### src/rtl/i2c_master_transaction_sequencer_defines.svh
// assertion helpers used by the sequencer core rtl
`ifndef I2C_MASTER_TRANSACTION_SEQUENCER_DEFINES_SVH
`define I2C_MASTER_TRANSACTION_SEQUENCER_DEFINES_SVH

// same-cycle implication
`define I2CMTS_ASSERT_IMPL(name, clk, rst, ante, cons, msg) \
  name: assert property (@(posedge clk) disable iff (rst) (ante) |-> (cons)) \
    else $error(msg);

// next-cycle implication
`define I2CMTS_ASSERT_NEXT(name, clk, rst, ante, cons, msg) \
  name: assert property (@(posedge clk) disable iff (rst) (ante) |=> (cons)) \
    else $error(msg);

`endif

### src/rtl/i2cmts_pkg.sv
`default_nettype none

package i2cmts_pkg;

  localparam logic [1:0] KIND_PUSH  = 2'd0;
  localparam logic [1:0] KIND_START = 2'd1;
  localparam logic [1:0] KIND_EVENT = 2'd2;
  localparam logic [1:0] KIND_TICK  = 2'd3;

  localparam logic [3:0] EV_START_SENT  = 4'd0;
  localparam logic [3:0] EV_WR_ADDR_ACK  = 4'd1;
  localparam logic [3:0] EV_WR_DATA_ACK  = 4'd2;
  localparam logic [3:0] EV_WR_ADDR_NACK = 4'd3;
  localparam logic [3:0] EV_WR_DATA_NACK = 4'd4;
  localparam logic [3:0] EV_RD_ADDR_ACK  = 4'd5;
  localparam logic [3:0] EV_RD_ADDR_NACK = 4'd6;
  localparam logic [3:0] EV_RD_DATA_ACK  = 4'd7;
  localparam logic [3:0] EV_RD_DATA_NACK = 4'd8;

  localparam logic [2:0] ACT_NONE    = 3'd0;
  localparam logic [2:0] ACT_SEND    = 3'd1;
  localparam logic [2:0] ACT_ACK     = 3'd2;
  localparam logic [2:0] ACT_NACK    = 3'd3;
  localparam logic [2:0] ACT_STOP    = 3'd4;
  localparam logic [2:0] ACT_RELEASE = 3'd5;

  localparam logic [2:0] ERR_OK         = 3'd0;
  localparam logic [2:0] ERR_BUSY       = 3'd1;
  localparam logic [2:0] ERR_PARAM      = 3'd2;
  localparam logic [2:0] ERR_WRITE_NACK = 3'd3;
  localparam logic [2:0] ERR_READ       = 3'd4;
  localparam logic [2:0] ERR_TIMEOUT    = 3'd5;
  localparam logic [2:0] ERR_UNEXPECTED = 3'd6;

  localparam logic [7:0]  ADDR_LIMIT    = 8'h7F;
  localparam logic [23:0] TIMEOUT_RESET = 24'd65535;

  typedef struct packed {
    logic [1:0] kind;
    logic [7:0] target_address;
    logic       is_read;
    logic [7:0] byte_count;
    logic [7:0] write_byte;
    logic [3:0] bus_event;
    logic [7:0] received_byte;
  } item_t;

  typedef struct packed {
    logic [2:0] bus_action;
    logic [7:0] tx_byte;
    logic       rx_valid;
    logic [7:0] rx_byte;
    logic       done_res;
    logic [2:0] error_code;
    logic       busy_res;
  } result_t;

  typedef struct packed {
    logic    produce;
    result_t res;
  } step_t;

endpackage

`default_nettype wire

### src/rtl/i2cmts_item_if.sv
`default_nettype none

interface i2cmts_item_if;
  logic       valid;
  logic       ready;
  logic [1:0] kind;
  logic [7:0] target_address;
  logic       is_read;
  logic [7:0] byte_count;
  logic [7:0] write_byte;
  logic [3:0] bus_event;
  logic [7:0] received_byte;

  modport source (
    output valid, kind, target_address, is_read, byte_count, write_byte, bus_event,
           received_byte,
    input  ready
  );

  modport sink (
    input  valid, kind, target_address, is_read, byte_count, write_byte, bus_event,
           received_byte,
    output ready
  );
endinterface

`default_nettype wire

### src/rtl/i2cmts_result_if.sv
`default_nettype none

interface i2cmts_result_if;
  logic       valid;
  logic       ready;
  logic [2:0] bus_action;
  logic [7:0] tx_byte;
  logic       rx_valid;
  logic [7:0] rx_byte;
  logic       done_res;
  logic [2:0] error_code;
  logic       busy_res;

  modport source (
    output valid, bus_action, tx_byte, rx_valid, rx_byte, done_res, error_code, busy_res,
    input  ready
  );

  modport sink (
    input  valid, bus_action, tx_byte, rx_valid, rx_byte, done_res, error_code, busy_res,
    output ready
  );
endinterface

`default_nettype wire

### src/rtl/i2cmts_core.sv
`default_nettype none
`include "i2c_master_transaction_sequencer_defines.svh"

module i2cmts_core
  import i2cmts_pkg::*;
#(
  parameter int BUFFER_DEPTH = 16
) (
  input  wire logic        clk,
  input  wire logic        rst,
  input  wire logic        fire,
  input  wire item_t       item,
  input  wire logic [23:0] timeout_ticks,
  output step_t            step
);

  localparam int IDX_W  = (BUFFER_DEPTH > 1) ? $clog2(BUFFER_DEPTH) : 1;
  localparam int FILL_W = $clog2(BUFFER_DEPTH + 1);
  localparam logic [7:0]        DEPTH_B = 8'(BUFFER_DEPTH);
  localparam logic [FILL_W-1:0] DEPTH_F = FILL_W'(BUFFER_DEPTH);

  localparam logic [1:0] PH_IDLE  = 2'd0;
  localparam logic [1:0] PH_WRITE = 2'd1;
  localparam logic [1:0] PH_READ  = 2'd2;

  logic [1:0]        phase, phase_next;
  logic [7:0]        address_byte, address_byte_next;
  logic [7:0]        byte_position, byte_position_next;
  logic [7:0]        transfer_length, transfer_length_next;
  logic [23:0]       idle_tick_count, idle_tick_count_next;
  logic [FILL_W-1:0] write_fill, write_fill_next;

  logic [7:0] write_store [BUFFER_DEPTH];
  logic [7:0] store_rd_data;
  logic       store_we;
  logic [IDX_W-1:0] store_waddr, store_raddr;

  logic [7:0]  pos_inc, pos_after;
  logic [23:0] tick_inc;
  logic        more, bad_param, wr_ev, rd_ev;

  assign pos_inc   = byte_position + 8'd1;
  assign more      = byte_position < transfer_length;
  assign pos_after = more ? pos_inc : byte_position;
  assign tick_inc  = (idle_tick_count == '1) ? idle_tick_count : idle_tick_count + 24'd1;
  assign bad_param = (item.target_address > ADDR_LIMIT) || (item.byte_count == 8'd0) ||
                     (item.byte_count > DEPTH_B);
  assign wr_ev = item.bus_event inside {[EV_WR_ADDR_ACK:EV_WR_DATA_NACK]};
  assign rd_ev = item.bus_event inside {[EV_RD_ADDR_ACK:EV_RD_DATA_NACK]};
  assign store_waddr = write_fill[IDX_W-1:0];
  assign store_raddr = byte_position_next[IDX_W-1:0];

  always_comb begin
    phase_next           = phase;
    address_byte_next    = address_byte;
    byte_position_next   = byte_position;
    transfer_length_next = transfer_length;
    idle_tick_count_next = idle_tick_count;
    write_fill_next      = write_fill;
    store_we             = 1'b0;
    step                 = '0;
    if (fire) begin
      case (item.kind)
        KIND_PUSH: begin
          if (phase == PH_IDLE && write_fill < DEPTH_F) begin
            store_we        = 1'b1;
            write_fill_next = write_fill + FILL_W'(1);
          end
        end
        KIND_START: begin
          step.produce = 1'b1;
          if (phase != PH_IDLE) begin
            step.res.done_res   = 1'b1;
            step.res.error_code = ERR_BUSY;
          end else if (bad_param) begin
            step.res.done_res   = 1'b1;
            step.res.error_code = ERR_PARAM;
          end else begin
            phase_next           = item.is_read ? PH_READ : PH_WRITE;
            address_byte_next    = {item.target_address[6:0], item.is_read};
            byte_position_next   = 8'd0;
            transfer_length_next = item.byte_count;
            idle_tick_count_next = 24'd0;
            if (!item.is_read) begin
              write_fill_next = '0;
            end
          end
        end
        KIND_TICK: begin
          if (phase != PH_IDLE) begin
            step.produce         = 1'b1;
            idle_tick_count_next = tick_inc;
            if (tick_inc >= timeout_ticks) begin
              phase_next          = PH_IDLE;
              step.res.bus_action = ACT_RELEASE;
              step.res.done_res   = 1'b1;
              step.res.error_code = ERR_TIMEOUT;
            end
          end
        end
        default: begin
          if (phase != PH_IDLE) begin
            step.produce         = 1'b1;
            idle_tick_count_next = 24'd0;
            if ((wr_ev && phase != PH_WRITE) || (rd_ev && phase != PH_READ)) begin
              phase_next          = PH_IDLE;
              step.res.bus_action = ACT_RELEASE;
              step.res.done_res   = 1'b1;
              step.res.error_code = ERR_UNEXPECTED;
            end else begin
              case (item.bus_event)
                EV_START_SENT: begin
                  step.res.bus_action = ACT_SEND;
                  step.res.tx_byte    = address_byte;
                end
                EV_WR_ADDR_ACK, EV_WR_DATA_ACK: begin
                  if (more && byte_position < DEPTH_B) begin
                    step.res.bus_action = ACT_SEND;
                    step.res.tx_byte    = store_rd_data;
                    byte_position_next  = pos_inc;
                  end else begin
                    phase_next          = PH_IDLE;
                    step.res.bus_action = ACT_STOP;
                    step.res.done_res   = 1'b1;
                    step.res.error_code = ERR_OK;
                  end
                end
                EV_WR_ADDR_NACK, EV_WR_DATA_NACK: begin
                  phase_next          = PH_IDLE;
                  step.res.bus_action = ACT_STOP;
                  step.res.done_res   = 1'b1;
                  step.res.error_code = ERR_WRITE_NACK;
                end
                EV_RD_ADDR_ACK: begin
                  step.res.bus_action = ACT_ACK;
                end
                EV_RD_ADDR_NACK: begin
                  phase_next          = PH_IDLE;
                  step.res.bus_action = ACT_STOP;
                  step.res.done_res   = 1'b1;
                  step.res.error_code = ERR_READ;
                end
                EV_RD_DATA_ACK: begin
                  byte_position_next  = pos_after;
                  step.res.bus_action = (pos_after < transfer_length) ? ACT_ACK : ACT_NACK;
                  step.res.rx_valid   = more;
                  step.res.rx_byte    = more ? item.received_byte : 8'd0;
                end
                EV_RD_DATA_NACK: begin
                  byte_position_next  = pos_after;
                  phase_next          = PH_IDLE;
                  step.res.bus_action = ACT_STOP;
                  step.res.rx_valid   = more;
                  step.res.rx_byte    = more ? item.received_byte : 8'd0;
                  step.res.done_res   = 1'b1;
                  step.res.error_code = (pos_after < transfer_length) ? ERR_READ : ERR_OK;
                end
                default: begin
                  phase_next          = PH_IDLE;
                  step.res.bus_action = ACT_RELEASE;
                  step.res.done_res   = 1'b1;
                  step.res.error_code = ERR_UNEXPECTED;
                end
              endcase
            end
          end
        end
      endcase
    end
    step.res.busy_res = (phase_next != PH_IDLE);
  end

  always_ff @(posedge clk) begin
    if (rst) begin
      phase           <= PH_IDLE;
      address_byte    <= 8'd0;
      byte_position   <= 8'd0;
      transfer_length <= 8'd0;
      idle_tick_count <= 24'd0;
      write_fill      <= '0;
    end else begin
      phase           <= phase_next;
      address_byte    <= address_byte_next;
      byte_position   <= byte_position_next;
      transfer_length <= transfer_length_next;
      idle_tick_count <= idle_tick_count_next;
      write_fill      <= write_fill_next;
    end
  end

  // store read is prefetched at the next byte position
  always_ff @(posedge clk) begin
    if (store_we) begin
      write_store[store_waddr] <= item.write_byte;
    end
    if (store_we && store_waddr == store_raddr) begin
      store_rd_data <= item.write_byte;
    end else begin
      store_rd_data <= write_store[store_raddr];
    end
  end

  `I2CMTS_ASSERT_NEXT(a_end_goes_idle, clk, rst,
    fire && step.res.done_res && step.res.error_code != ERR_BUSY, phase == PH_IDLE,
    "transaction end did not return to idle")
  `I2CMTS_ASSERT_IMPL(a_rx_only_in_read, clk, rst, fire && step.res.rx_valid,
    phase == PH_READ, "received byte outside a read")
  `I2CMTS_ASSERT_IMPL(a_fill_bound, clk, rst, 1'b1, write_fill <= DEPTH_F,
    "write fill beyond buffer depth")
  `I2CMTS_ASSERT_NEXT(a_start_opens, clk, rst,
    fire && item.kind == KIND_START && step.produce && !step.res.done_res,
    phase != PH_IDLE && byte_position == 8'd0, "accepted start did not open a transaction")

endmodule

`default_nettype wire

### src/rtl/i2c_master_transaction_sequencer.sv
`default_nettype none

// byte-level i2c master sequencer. items on the item channel push write bytes,
// open a transaction (7-bit address, direction, length up to BUFFER_DEPTH),
// report classified bus events or count timer ticks; each start, event or tick
// during a transaction yields one result carrying the bus action to take, any
// received byte and, at the end, the error code. pushes, and events or ticks
// with no transaction open, yield no result. one item is taken every cycle
// while the result side keeps up; each result is registered: the decision step
// runs from the input register into the result register, with the write buffer
// read prefetched at the current byte position. a waiting result holds off at
// most one more item in the input register. timeout_ticks is written through
// cfg_we/cfg_data, by the user only while idle; the block does not enforce it.
module i2c_master_transaction_sequencer
  import i2cmts_pkg::*;
#(
  parameter int BUFFER_DEPTH = 16
) (
  input  wire logic        clk,
  input  wire logic        rst,
  i2cmts_item_if.sink      item,
  i2cmts_result_if.source  result,
  input  wire logic        cfg_we,
  input  wire logic [23:0] cfg_data
);

  logic        in_valid;
  item_t       in_item;
  logic        in_go;
  logic        out_valid;
  result_t     out_res;
  logic [23:0] timeout_ticks;
  step_t       step;

  assign in_go      = in_valid && (!out_valid || result.ready);
  assign item.ready = !in_valid || in_go;

  always_ff @(posedge clk) begin
    if (rst) begin
      timeout_ticks <= TIMEOUT_RESET;
    end else if (cfg_we) begin
      timeout_ticks <= cfg_data;
    end
  end

  always_ff @(posedge clk) begin
    if (rst) begin
      in_valid <= 1'b0;
    end else if (item.ready) begin
      in_valid <= item.valid;
    end
  end

  always_ff @(posedge clk) begin
    if (item.ready && item.valid) begin
      in_item.kind           <= item.kind;
      in_item.target_address <= item.target_address;
      in_item.is_read        <= item.is_read;
      in_item.byte_count     <= item.byte_count;
      in_item.write_byte     <= item.write_byte;
      in_item.bus_event      <= item.bus_event;
      in_item.received_byte  <= item.received_byte;
    end
  end

  i2cmts_core #(
    .BUFFER_DEPTH(BUFFER_DEPTH)
  ) u_core (
    .clk          (clk),
    .rst          (rst),
    .fire         (in_go),
    .item         (in_item),
    .timeout_ticks(timeout_ticks),
    .step         (step)
  );

  always_ff @(posedge clk) begin
    if (rst) begin
      out_valid <= 1'b0;
    end else if (in_go && step.produce) begin
      out_valid <= 1'b1;
    end else if (result.ready) begin
      out_valid <= 1'b0;
    end
  end

  always_ff @(posedge clk) begin
    if (in_go && step.produce) begin
      out_res <= step.res;
    end
  end

  assign result.valid      = out_valid;
  assign result.bus_action = out_res.bus_action;
  assign result.tx_byte    = out_res.tx_byte;
  assign result.rx_valid   = out_res.rx_valid;
  assign result.rx_byte    = out_res.rx_byte;
  assign result.done_res   = out_res.done_res;
  assign result.error_code = out_res.error_code;
  assign result.busy_res   = out_res.busy_res;

endmodule

`default_nettype wire
### src/flat_wrapper.sv
// flat-port wrapper written by rule: the top's interface ports become plain ports
module i2c_master_transaction_sequencer_flat import i2cmts_pkg::*;
#(
  parameter int BUFFER_DEPTH = 16
)
  (clk, rst, cfg_we, cfg_data, item_valid, item_kind, item_target_address, item_is_read, item_byte_count, item_write_byte, item_bus_event, item_received_byte, item_ready, result_valid, result_bus_action, result_tx_byte, result_rx_valid, result_rx_byte, result_done_res, result_error_code, result_busy_res, result_ready);
  i2cmts_item_if item_i ();
  i2cmts_result_if result_i ();
  input  wire logic clk;
  input  wire logic rst;
  input  wire logic cfg_we;
  input  wire logic [23:0] cfg_data;
  input wire logic [$bits(item_i.valid)-1:0] item_valid;
  input wire logic [$bits(item_i.kind)-1:0] item_kind;
  input wire logic [$bits(item_i.target_address)-1:0] item_target_address;
  input wire logic [$bits(item_i.is_read)-1:0] item_is_read;
  input wire logic [$bits(item_i.byte_count)-1:0] item_byte_count;
  input wire logic [$bits(item_i.write_byte)-1:0] item_write_byte;
  input wire logic [$bits(item_i.bus_event)-1:0] item_bus_event;
  input wire logic [$bits(item_i.received_byte)-1:0] item_received_byte;
  output wire logic [$bits(item_i.ready)-1:0] item_ready;
  output wire logic [$bits(result_i.valid)-1:0] result_valid;
  output wire logic [$bits(result_i.bus_action)-1:0] result_bus_action;
  output wire logic [$bits(result_i.tx_byte)-1:0] result_tx_byte;
  output wire logic [$bits(result_i.rx_valid)-1:0] result_rx_valid;
  output wire logic [$bits(result_i.rx_byte)-1:0] result_rx_byte;
  output wire logic [$bits(result_i.done_res)-1:0] result_done_res;
  output wire logic [$bits(result_i.error_code)-1:0] result_error_code;
  output wire logic [$bits(result_i.busy_res)-1:0] result_busy_res;
  input wire logic [$bits(result_i.ready)-1:0] result_ready;
  assign item_i.valid = item_valid;
  assign item_i.kind = item_kind;
  assign item_i.target_address = item_target_address;
  assign item_i.is_read = item_is_read;
  assign item_i.byte_count = item_byte_count;
  assign item_i.write_byte = item_write_byte;
  assign item_i.bus_event = item_bus_event;
  assign item_i.received_byte = item_received_byte;
  assign item_ready = item_i.ready;
  assign result_valid = result_i.valid;
  assign result_bus_action = result_i.bus_action;
  assign result_tx_byte = result_i.tx_byte;
  assign result_rx_valid = result_i.rx_valid;
  assign result_rx_byte = result_i.rx_byte;
  assign result_done_res = result_i.done_res;
  assign result_error_code = result_i.error_code;
  assign result_busy_res = result_i.busy_res;
  assign result_i.ready = result_ready;
  i2c_master_transaction_sequencer #(.BUFFER_DEPTH(BUFFER_DEPTH)) u_core (.clk(clk), .rst(rst), .item(item_i), .result(result_i), .cfg_we(cfg_we), .cfg_data(cfg_data));
endmodule
### config.mk
export PLATFORM = sky130hd
export DESIGN_NAME = i2c_master_transaction_sequencer_flat
export DESIGN_NICKNAME = d
export VERILOG_FILES = /design/src/rtl/i2cmts_pkg.sv /design/src/rtl/i2cmts_item_if.sv /design/src/rtl/i2cmts_result_if.sv /design/src/rtl/i2cmts_core.sv /design/src/rtl/i2c_master_transaction_sequencer.sv /design/src/flat_wrapper.sv
export VERILOG_INCLUDE_DIRS = /design/src /design/src/rtl
export SDC_FILE = /design/constraint.sdc
export NUM_CORES = 1
export LEC_CHECK = 0
export BUFFER_PORTS_ARGS = -buffer_cell sky130_fd_sc_hd__buf_2
export CAP_MARGIN = 10
export CORE_ASPECT_RATIO = 0.5
export CORE_MARGIN = 2
export CORE_UTILIZATION = 55
export CTS_CLUSTER_SIZE = 28
export DETAILED_ROUTE_END_ITERATION = 8
export HOLD_SLACK_MARGIN = 0.06
export PLACE_DENSITY = 0.74
export SYNTH_ARGS = -nofsm -noshare
export SYNTH_HDL_FRONTEND = slang
export SYNTH_SLANG_ARGS = --single-unit
### constraint.sdc
create_clock -name clk -period 4.8 [get_ports clk]
set_input_delay 0.48 -clock clk [delete_from_list [all_inputs] [get_ports clk]]
set_output_delay 0.48 -clock clk [all_outputs]
set_load 0.05 [all_outputs]
==> run metrics, run 1 <==
status=finished, final reports clean; wire length per cell=19.1 um; Async S/R FF share, synth=0; Crit path top cell by count=o21ai_0; Critical R2R Capture=u_core.result.bus_action[0]$_SDFFCE_PN0P_; Longest Clk Path Bufs=3; GRT overflow=0; Area Overhead vs Synth=12.6%; Slew Viols, Final=0; met2 WL=~13000 um; crit-path cells=nand3_2, nor4_1, nand2_1, nand3_1, xnor2_1, ha_1, a211o_1, a21oi_1, o21ai_0, a311o_1, o21ai_0, o311ai_0; Hold Path End=u_core.in_item[24]$_DFFE_PP_; routed vias/inst=5.98; hold-fix buffers at CTS=0; Post-synth top cells=edfxtp_1, dfxtp_1, nor2_1; synthesis-stage register bit count=about 280; synthesized area=0.0129 mm^2; share of layout cells above drive strength 1=0.185; Worst path max stage delay=about 0.8 ns; CP Data Required Time=between 5 and 6 ns; FP Rows=39; hold depth=1; fmax=~240 MHz; Clk pin slew, worst setup/hold paths=roughly 0.070 ns; Clk Latency, worst-skew pair=0.55 ns; Die ar.=approximately 0.025 mm^2; Syn Inst Count=1027; root buf cell=clkbuf_16; antenna cells=0; worst hold path class=primary input to flop; Fin Setup TNS=0 ns; Worst slew margin=0.176; Yosys top cell area share=0.448; CTS H-Tree Depth=1; drt first pass iters=5; initial drt markers=728; setup slack, reg-to-reg=0.63 ns; Buf+Inv Stages, Crit Path=0; critical path launch point type=flop; final hold violations=0; Final Critical Period=4.17 ns; Post-synth EDFFs=192; vias in the first global route=between 8000 and 9000; Setup crit end kind=flop; die width=approximately 220 um; Final Core Density=0.632; met3 routed WL=between 1500 and 2000 um; Cell variety after synth=73; post-CTS repair timing setup buffer count=0; Max Used Layer=met4; # DRC=0; first-pass GRT wire length=between 40000 and 50000 um; DRT met1 WL=between 10000 and 15000 um; DIE HEIGHT=approximately 110 um; area of the multi-input gates=roughly 0.005 mm^2; Final ANT Viol Nets=0; CTS tree=built; Starting Density=0.562; RSZ-0062 raised after global routing=false; GRT Total Usage=0.227; top cells by area in the synthesized netlist=edfxtp_1, dfxtp_1, mux4_2; Tcrit/Tclk final=0.869; FF-to-FF Start=u_core.u_core.idle_tick_count[5]$_SDFFE_PP0P_; cts repair resizes=0; slowest cell on the critical path=nor4_1; # port buffers=94; largest net degree at the start of global routing=40; Synth warnings=0; Worst Hold Launch=item_byte_count[4]; Sink Count=around 280; Slew @ Worst Pin=1.22 ns; Max Fanout on Critical Path=10; CTS Buf Count=25; Mean Syn Cell Area=between 10 and 15 um^2; dpl ws=0.666 ns; placed inst area=roughly 0.014 mm^2; GP Congestion=between 0.8 and 0.9; Max rail drop VDD=between 0.2 and 0.25 mV; CP Class=flop to flop; FF-to-FF path depth=12; final setup margin=0.628 ns; Post-Route WL=about 27000 um; # fillers=~1700; final setup skew=roughly 0.018 ns; io pins=95; flip-flop and latch area=around 0.0075 mm^2; PD cells=between 300 and 400 mW/mm^2; dpl hpwl=between 15000 and 20000 um; DR vias=about 8600; Arr. time, crit path=4.45 ns; Hold Slack=0.0960 ns; Synth area leader=edfxtp_1; antenna violations before repair=0; fin area=between 0.01 and 0.015 mm^2; Mapped Nets=between 1000 and 1500; core box area=~0.023 mm^2; Crit path max-delay family=simple AND/OR/NAND/NOR gates; leakage power=between 5 and 6 nW; fin nets=1225; Max-Cap Viols=0; Synth Flop Type=edfxtp_1; top-count cell post-synth=edfxtp_1; Setup Viol. Count Final=0; Seq/Total Area, Yosys=0.581
## power by group
group	internal (W)	switching (W)	leakage, nW
combinational	0.0000690	0.000129	2.34
sequential	0.00259	0.0000366	2.45
clock	0.00128	0.000891	0.438
total	0.00394	0.00106	5.23
## worst register-to-register path, cell delays in order, from the launching register on
cell and delay, ns:
dfxtp_1 0.43, nand3_2 0.14, nor4_1 0.80, nand2_1 0.46
nand3_1 0.29, xnor2_1 0.17, ha_1 0.28, a211o_1 0.29
a21oi_1 0.12, o21ai_0 0.10, a311o_1 0.37, o21ai_0 0.27
o311ai_0 0.17
## metrics by stage
stage                     cells  total power, W
after floorplan            1027         0.00280
after global placement     1387         0.00287
after detailed placement   1387         0.00288
after CTS                  1433         0.00503
after global routing       1433         0.00516
final                      1433         0.00500
## sequential cells by signal, indices dropped and copies added, names as in the netlist, 5 cells and up, named ones only
register / flops
u_core.in_item: 39
u_core.result.rx_byte: 8
u_core.result.tx_byte: 8
u_core.timeout_ticks: 24
u_core.u_core.address_byte: 8
u_core.u_core.byte_position: 8
u_core.u_core.idle_tick_count: 24
u_core.u_core.transfer_length: 8
u_core.u_core.write_fill: 5
u_core.u_core.write_store: 128
## cells by family (layout without fill, tap and decap cells)
family / after synthesis / after routing / synth area share
AOI/OAI and AO/OA: 197 / 197 / 0.105
muxes: 68 / 68 / 0.0925
xor gates and xnor gates: 27 / 27 / 0.0184
adders and majority gates: 50 / 50 / 0.0487
DFF: 277 / 277 / 0.581
and+or+nand+nor: 311 / 311 / 0.125
buffers and inverters: 97 / 196 / 0.0297
## per-layer routing
metal | track usage | vias to the layer above
met4 | 0.0546 | 0
met2 | 0.385 | 253
met3 | 0.0420 | 43
met5 | 0 | -
met1 | 0.305 | 4179
li1 | - | 4089
## cell type report
cell class | count | area share
Clock buffer | 32 | 0.0471
Timing Repair Buffer | 101 | 0.0361
Inverter | 49 | 0.0127
Clock inverter | 14 | 0.0145
Tap cell | 307 | 0.0265
Sequential cell | 277 | 0.516
Multi-Input combinational cell | 653 | 0.347
## worst max-delay path by stage
stage	from	to	slack (ns)	cells after the start
final	u_core.u_core.idle_tick_count[5]$_SDFFE_PP0P_	u_core.result.bus_action[0]$_SDFFCE_PN0P_	0.63	12
after global routing	u_core.u_core.idle_tick_count[0]$_SDFFE_PP0P_	u_core.result.error_code[2]$_SDFFCE_PN0P_	0.26	12
after CTS	u_core.u_core.idle_tick_count[0]$_SDFFE_PP0P_	u_core.result.error_code[2]$_SDFFCE_PN0P_	0.66	12
after detailed placement	u_core.u_core.idle_tick_count[0]$_SDFFE_PP0P_	u_core.result.error_code[2]$_SDFFCE_PN0P_	0.67	12
after global placement	u_core.u_core.idle_tick_count[0]$_SDFFE_PP0P_	u_core.result.error_code[2]$_SDFFCE_PN0P_	0.87	12
after floorplan	u_core.u_core.idle_tick_count[0]$_SDFFE_PP0P_	u_core.result.bus_action[0]$_SDFFCE_PN0P_	1.33	13
## layout by cell type, fill, tap and decap left out, types with 5 or more instances in the layout
master     count
o2111ai_1      5
a211oi_1       9
nand3_1       37
buf_2         94
a21o_1         9
mux2i_1       22
and3_1        12
o211ai_1      21
inv_1         48
mux4_2        40
clkinv_2       5
nor3_1        18
o21ai_0       34
a311oi_1       5
mux2_2         6
a31oi_1        9
buf_4          7
o21a_1         8
or4_1          8
xnor2_1       19
or3_1         15
and2_1        18
xor2_1         8
nor2_1        71
ha_1          50
nor4_1         9
nand4_1       13
clkbuf_16     25
a22oi_1       11
bufinv_16      5
nand2_1       66
nand2b_1      10
a21oi_1       48
dfxtp_1       83
edfxtp_1     192
nand3b_1       6
nor2b_1        6
(Power assumes the default switching activity.)
==> inputs of run 2 (changes only) <==
BUFFER_PORTS_ARGS = not set   (was -buffer_cell sky130_fd_sc_hd__buf_2)
DONT_BUFFER_PORTS = 1   (was not set)
PLACE_DENSITY = 0.7   (was 0.74)
==> run 2 against run 1 <==
Largest power group unchanged. Clock skew is 0.0082 ns lower. Critical path type unchanged. Clock power is essentially flat. Design area is 0.39% higher. Combinational power down 11%. Power rose by 0.43%. Worst hold slack got worse by 0.020 ns. Non-clock buffer count is 45 lower. Routed wire length grew 2.2%. Worst setup slack worse by 0.16 ns. Highest routed layer unchanged. Critical endpoint is now u_core.result.error_code[2]$_SDFFCE_PN0P_. Core utilization up 0.25 points.
==> run metrics, run 2 (synthesis results as in run 1) <==
Max Fanout on Critical Path=9; flip-flop and latch area=between 0.007 and 0.008 mm^2; Max-Cap Viols=0; dpl hpwl=~19000 um; Tcrit/Tclk final=0.902; Buf+Inv Stages, Crit Path=0; Max rail drop VDD=~0.25 mV; RSZ-0062 raised after global routing=false; Post-Route WL=between 20000 and 30000 um; slowest cell on the critical path=or4_1; antenna cells=0; worst hold path class=primary input to flop; Longest Clk Path Bufs=3; Arr. time, crit path=4.63 ns; DIE HEIGHT=roughly 110 um; Final Core Density=0.635; # DRC=0; CTS Buf Count=25; leakage power=roughly 5 nW; GRT Total Usage=0.229; dpl ws=~0.54 ns; Largest register FFs=~130; initial drt markers=between 800 and 900; Slew @ Worst Pin=between 1 and 1.5 ns; Crit path max-delay family=compound AO/OA/AOI/OAI gates; status=finished, final reports clean; Area Overhead vs Synth=13.0%; share of layout cells above drive strength 1=0.109; root buf cell=clkbuf_16; fin area=roughly 0.015 mm^2; most frequent cells in the layout=edfxtp_1, dfxtp_1, nor2_1, nand2_1, ha_1; post-CTS repair timing setup buffer count=0; CTS H-Tree Depth=1; # fillers=~1700; FP Rows=39; final hold violations=0; GP Congestion=around 0.84; Final Critical Period=4.33 ns; core box area=0.0229 mm^2; vias in the first global route=a little over 8000; Setup crit end kind=flop; fin nets=about 1200; biggest regs=u_core.u_core.write_store x128, u_core.in_item x39; antenna violations before repair=0; Worst path max stage delay=around 0.77 ns; Final ANT Viol Nets=0; cts repair resizes=0; final setup skew=0.00986 ns; CP Data Required Time=between 5 and 6 ns; hold-fix buffers at CTS=50; # port buffers=0; GRT overflow=0; Clk Latency, worst-skew pair=between 0.5 and 0.6 ns; Setup Viol. Count Final=0; fmax=about 230 MHz; commonest non-fill, non-tap cell in the layout=edfxtp_1; area of the multi-input gates=around 0.005 mm^2; first-pass GRT wire length=approximately 44000 um; drt first pass iters=5; routed vias/inst=6.07; DR vias=roughly 8400; wire length per cell=between 20 and 25 um; Slew Viols, Final=0; Fin Setup TNS=0 ns; largest net degree at the start of global routing=53; Worst slew margin=0.209; Sink Count=~280; crit-path cells=ha_1, nand3_1, or4_1, o211ai_2, nor2_1, xnor2_1, ha_1, nand4_1, o311ai_0, a311o_1, o21ai_0, o311ai_0; placed inst area=about 0.013 mm^2; Clk pin slew, worst setup/hold paths=roughly 0.070 ns; final setup margin=approximately 0.47 ns; CP Class=flop to flop; CTS tree=built; io pins=between 90 and 100; die width=220 um; Reg with most FFs=u_core.u_core.write_store; Starting Density=0.562; critical path launch point type=flop; Die ar.=approximately 0.025 mm^2; PD cells=345 mW/mm^2
run 2: worst paths after layout:
| path | end | cells after the start | slack (ns) | start |
|---|---|---|---|---|
| worst max-delay path | u_core.result.error_code[2]$_SDFFCE_PN0P_ | 12 | 0.47 | u_core.u_core.idle_tick_count[0]$_SDFFE_PP0P_ |
| worst min register to register | u_core.u_core.transfer_length[5]$_SDFFE_PP0P_ | 1 | 0.48 | u_core.u_core.transfer_length[5]$_SDFFE_PP0P_ |
| worst max register to register | u_core.result.error_code[2]$_SDFFCE_PN0P_ | 12 | 0.47 | u_core.u_core.idle_tick_count[0]$_SDFFE_PP0P_ |
| worst min-delay path | u_core.timeout_ticks[1]$_SDFFE_PP1P_ | 2 | 0.08 | cfg_we |
run 2: layer usage:
layer / GRT usage / vias up / part of all wire / routed length, um
met5: 0 / - / 0 / 0
met2: 0.390 / 261 / 0.49 / 13800
met4: 0.0573 / 0 / 0.019 / 525
met1: 0.309 / 4112 / 0.43 / 12100
met3: 0.0379 / 43 / 0.053 / 1500
li1: - / 4003 / - / -
run 2: final cells by class:
cell class,count,share of cell area
inverters,49,0.0127
clock inverters,19,0.0175
repair buffers,56,0.0387
clock buffers,27,0.0450
flip-flops and latches,277,0.514
multi-input cells,653,0.346
well taps,307,0.0264
run 2: where the power goes:
part / internal, W / switching [W] / leakage [nW]
Clock: 0.00127 / 0.000922 / 0.432
Sequential: 0.00259 / 0.0000572 / 2.45
Combinational: 0.0000750 / 0.000102 / 2.19
run 2: through the flow:
step	cells	hold WS (ns)	power, W
finish	1388	0.0761	0.00502
global route	1388	0.0636	0.00518
CTS	1388	0.0618	0.00506
detailed placement	1292	0.473	0.00283
global placement	1292	0.461	0.00283
floorplan	1027	0.449	0.00280
run 2: worst reg2reg max path: stages, from the launching register on:
cell,delay [ns]
dfxtp_1,0.40
ha_1,0.27
nand3_1,0.23
or4_1,0.77
o211ai_2,0.36
nor2_1,0.11
xnor2_1,0.15
ha_1,0.30
nand4_1,0.14
o311ai_0,0.41
a311o_1,0.33
o21ai_0,0.18
o311ai_0,0.43
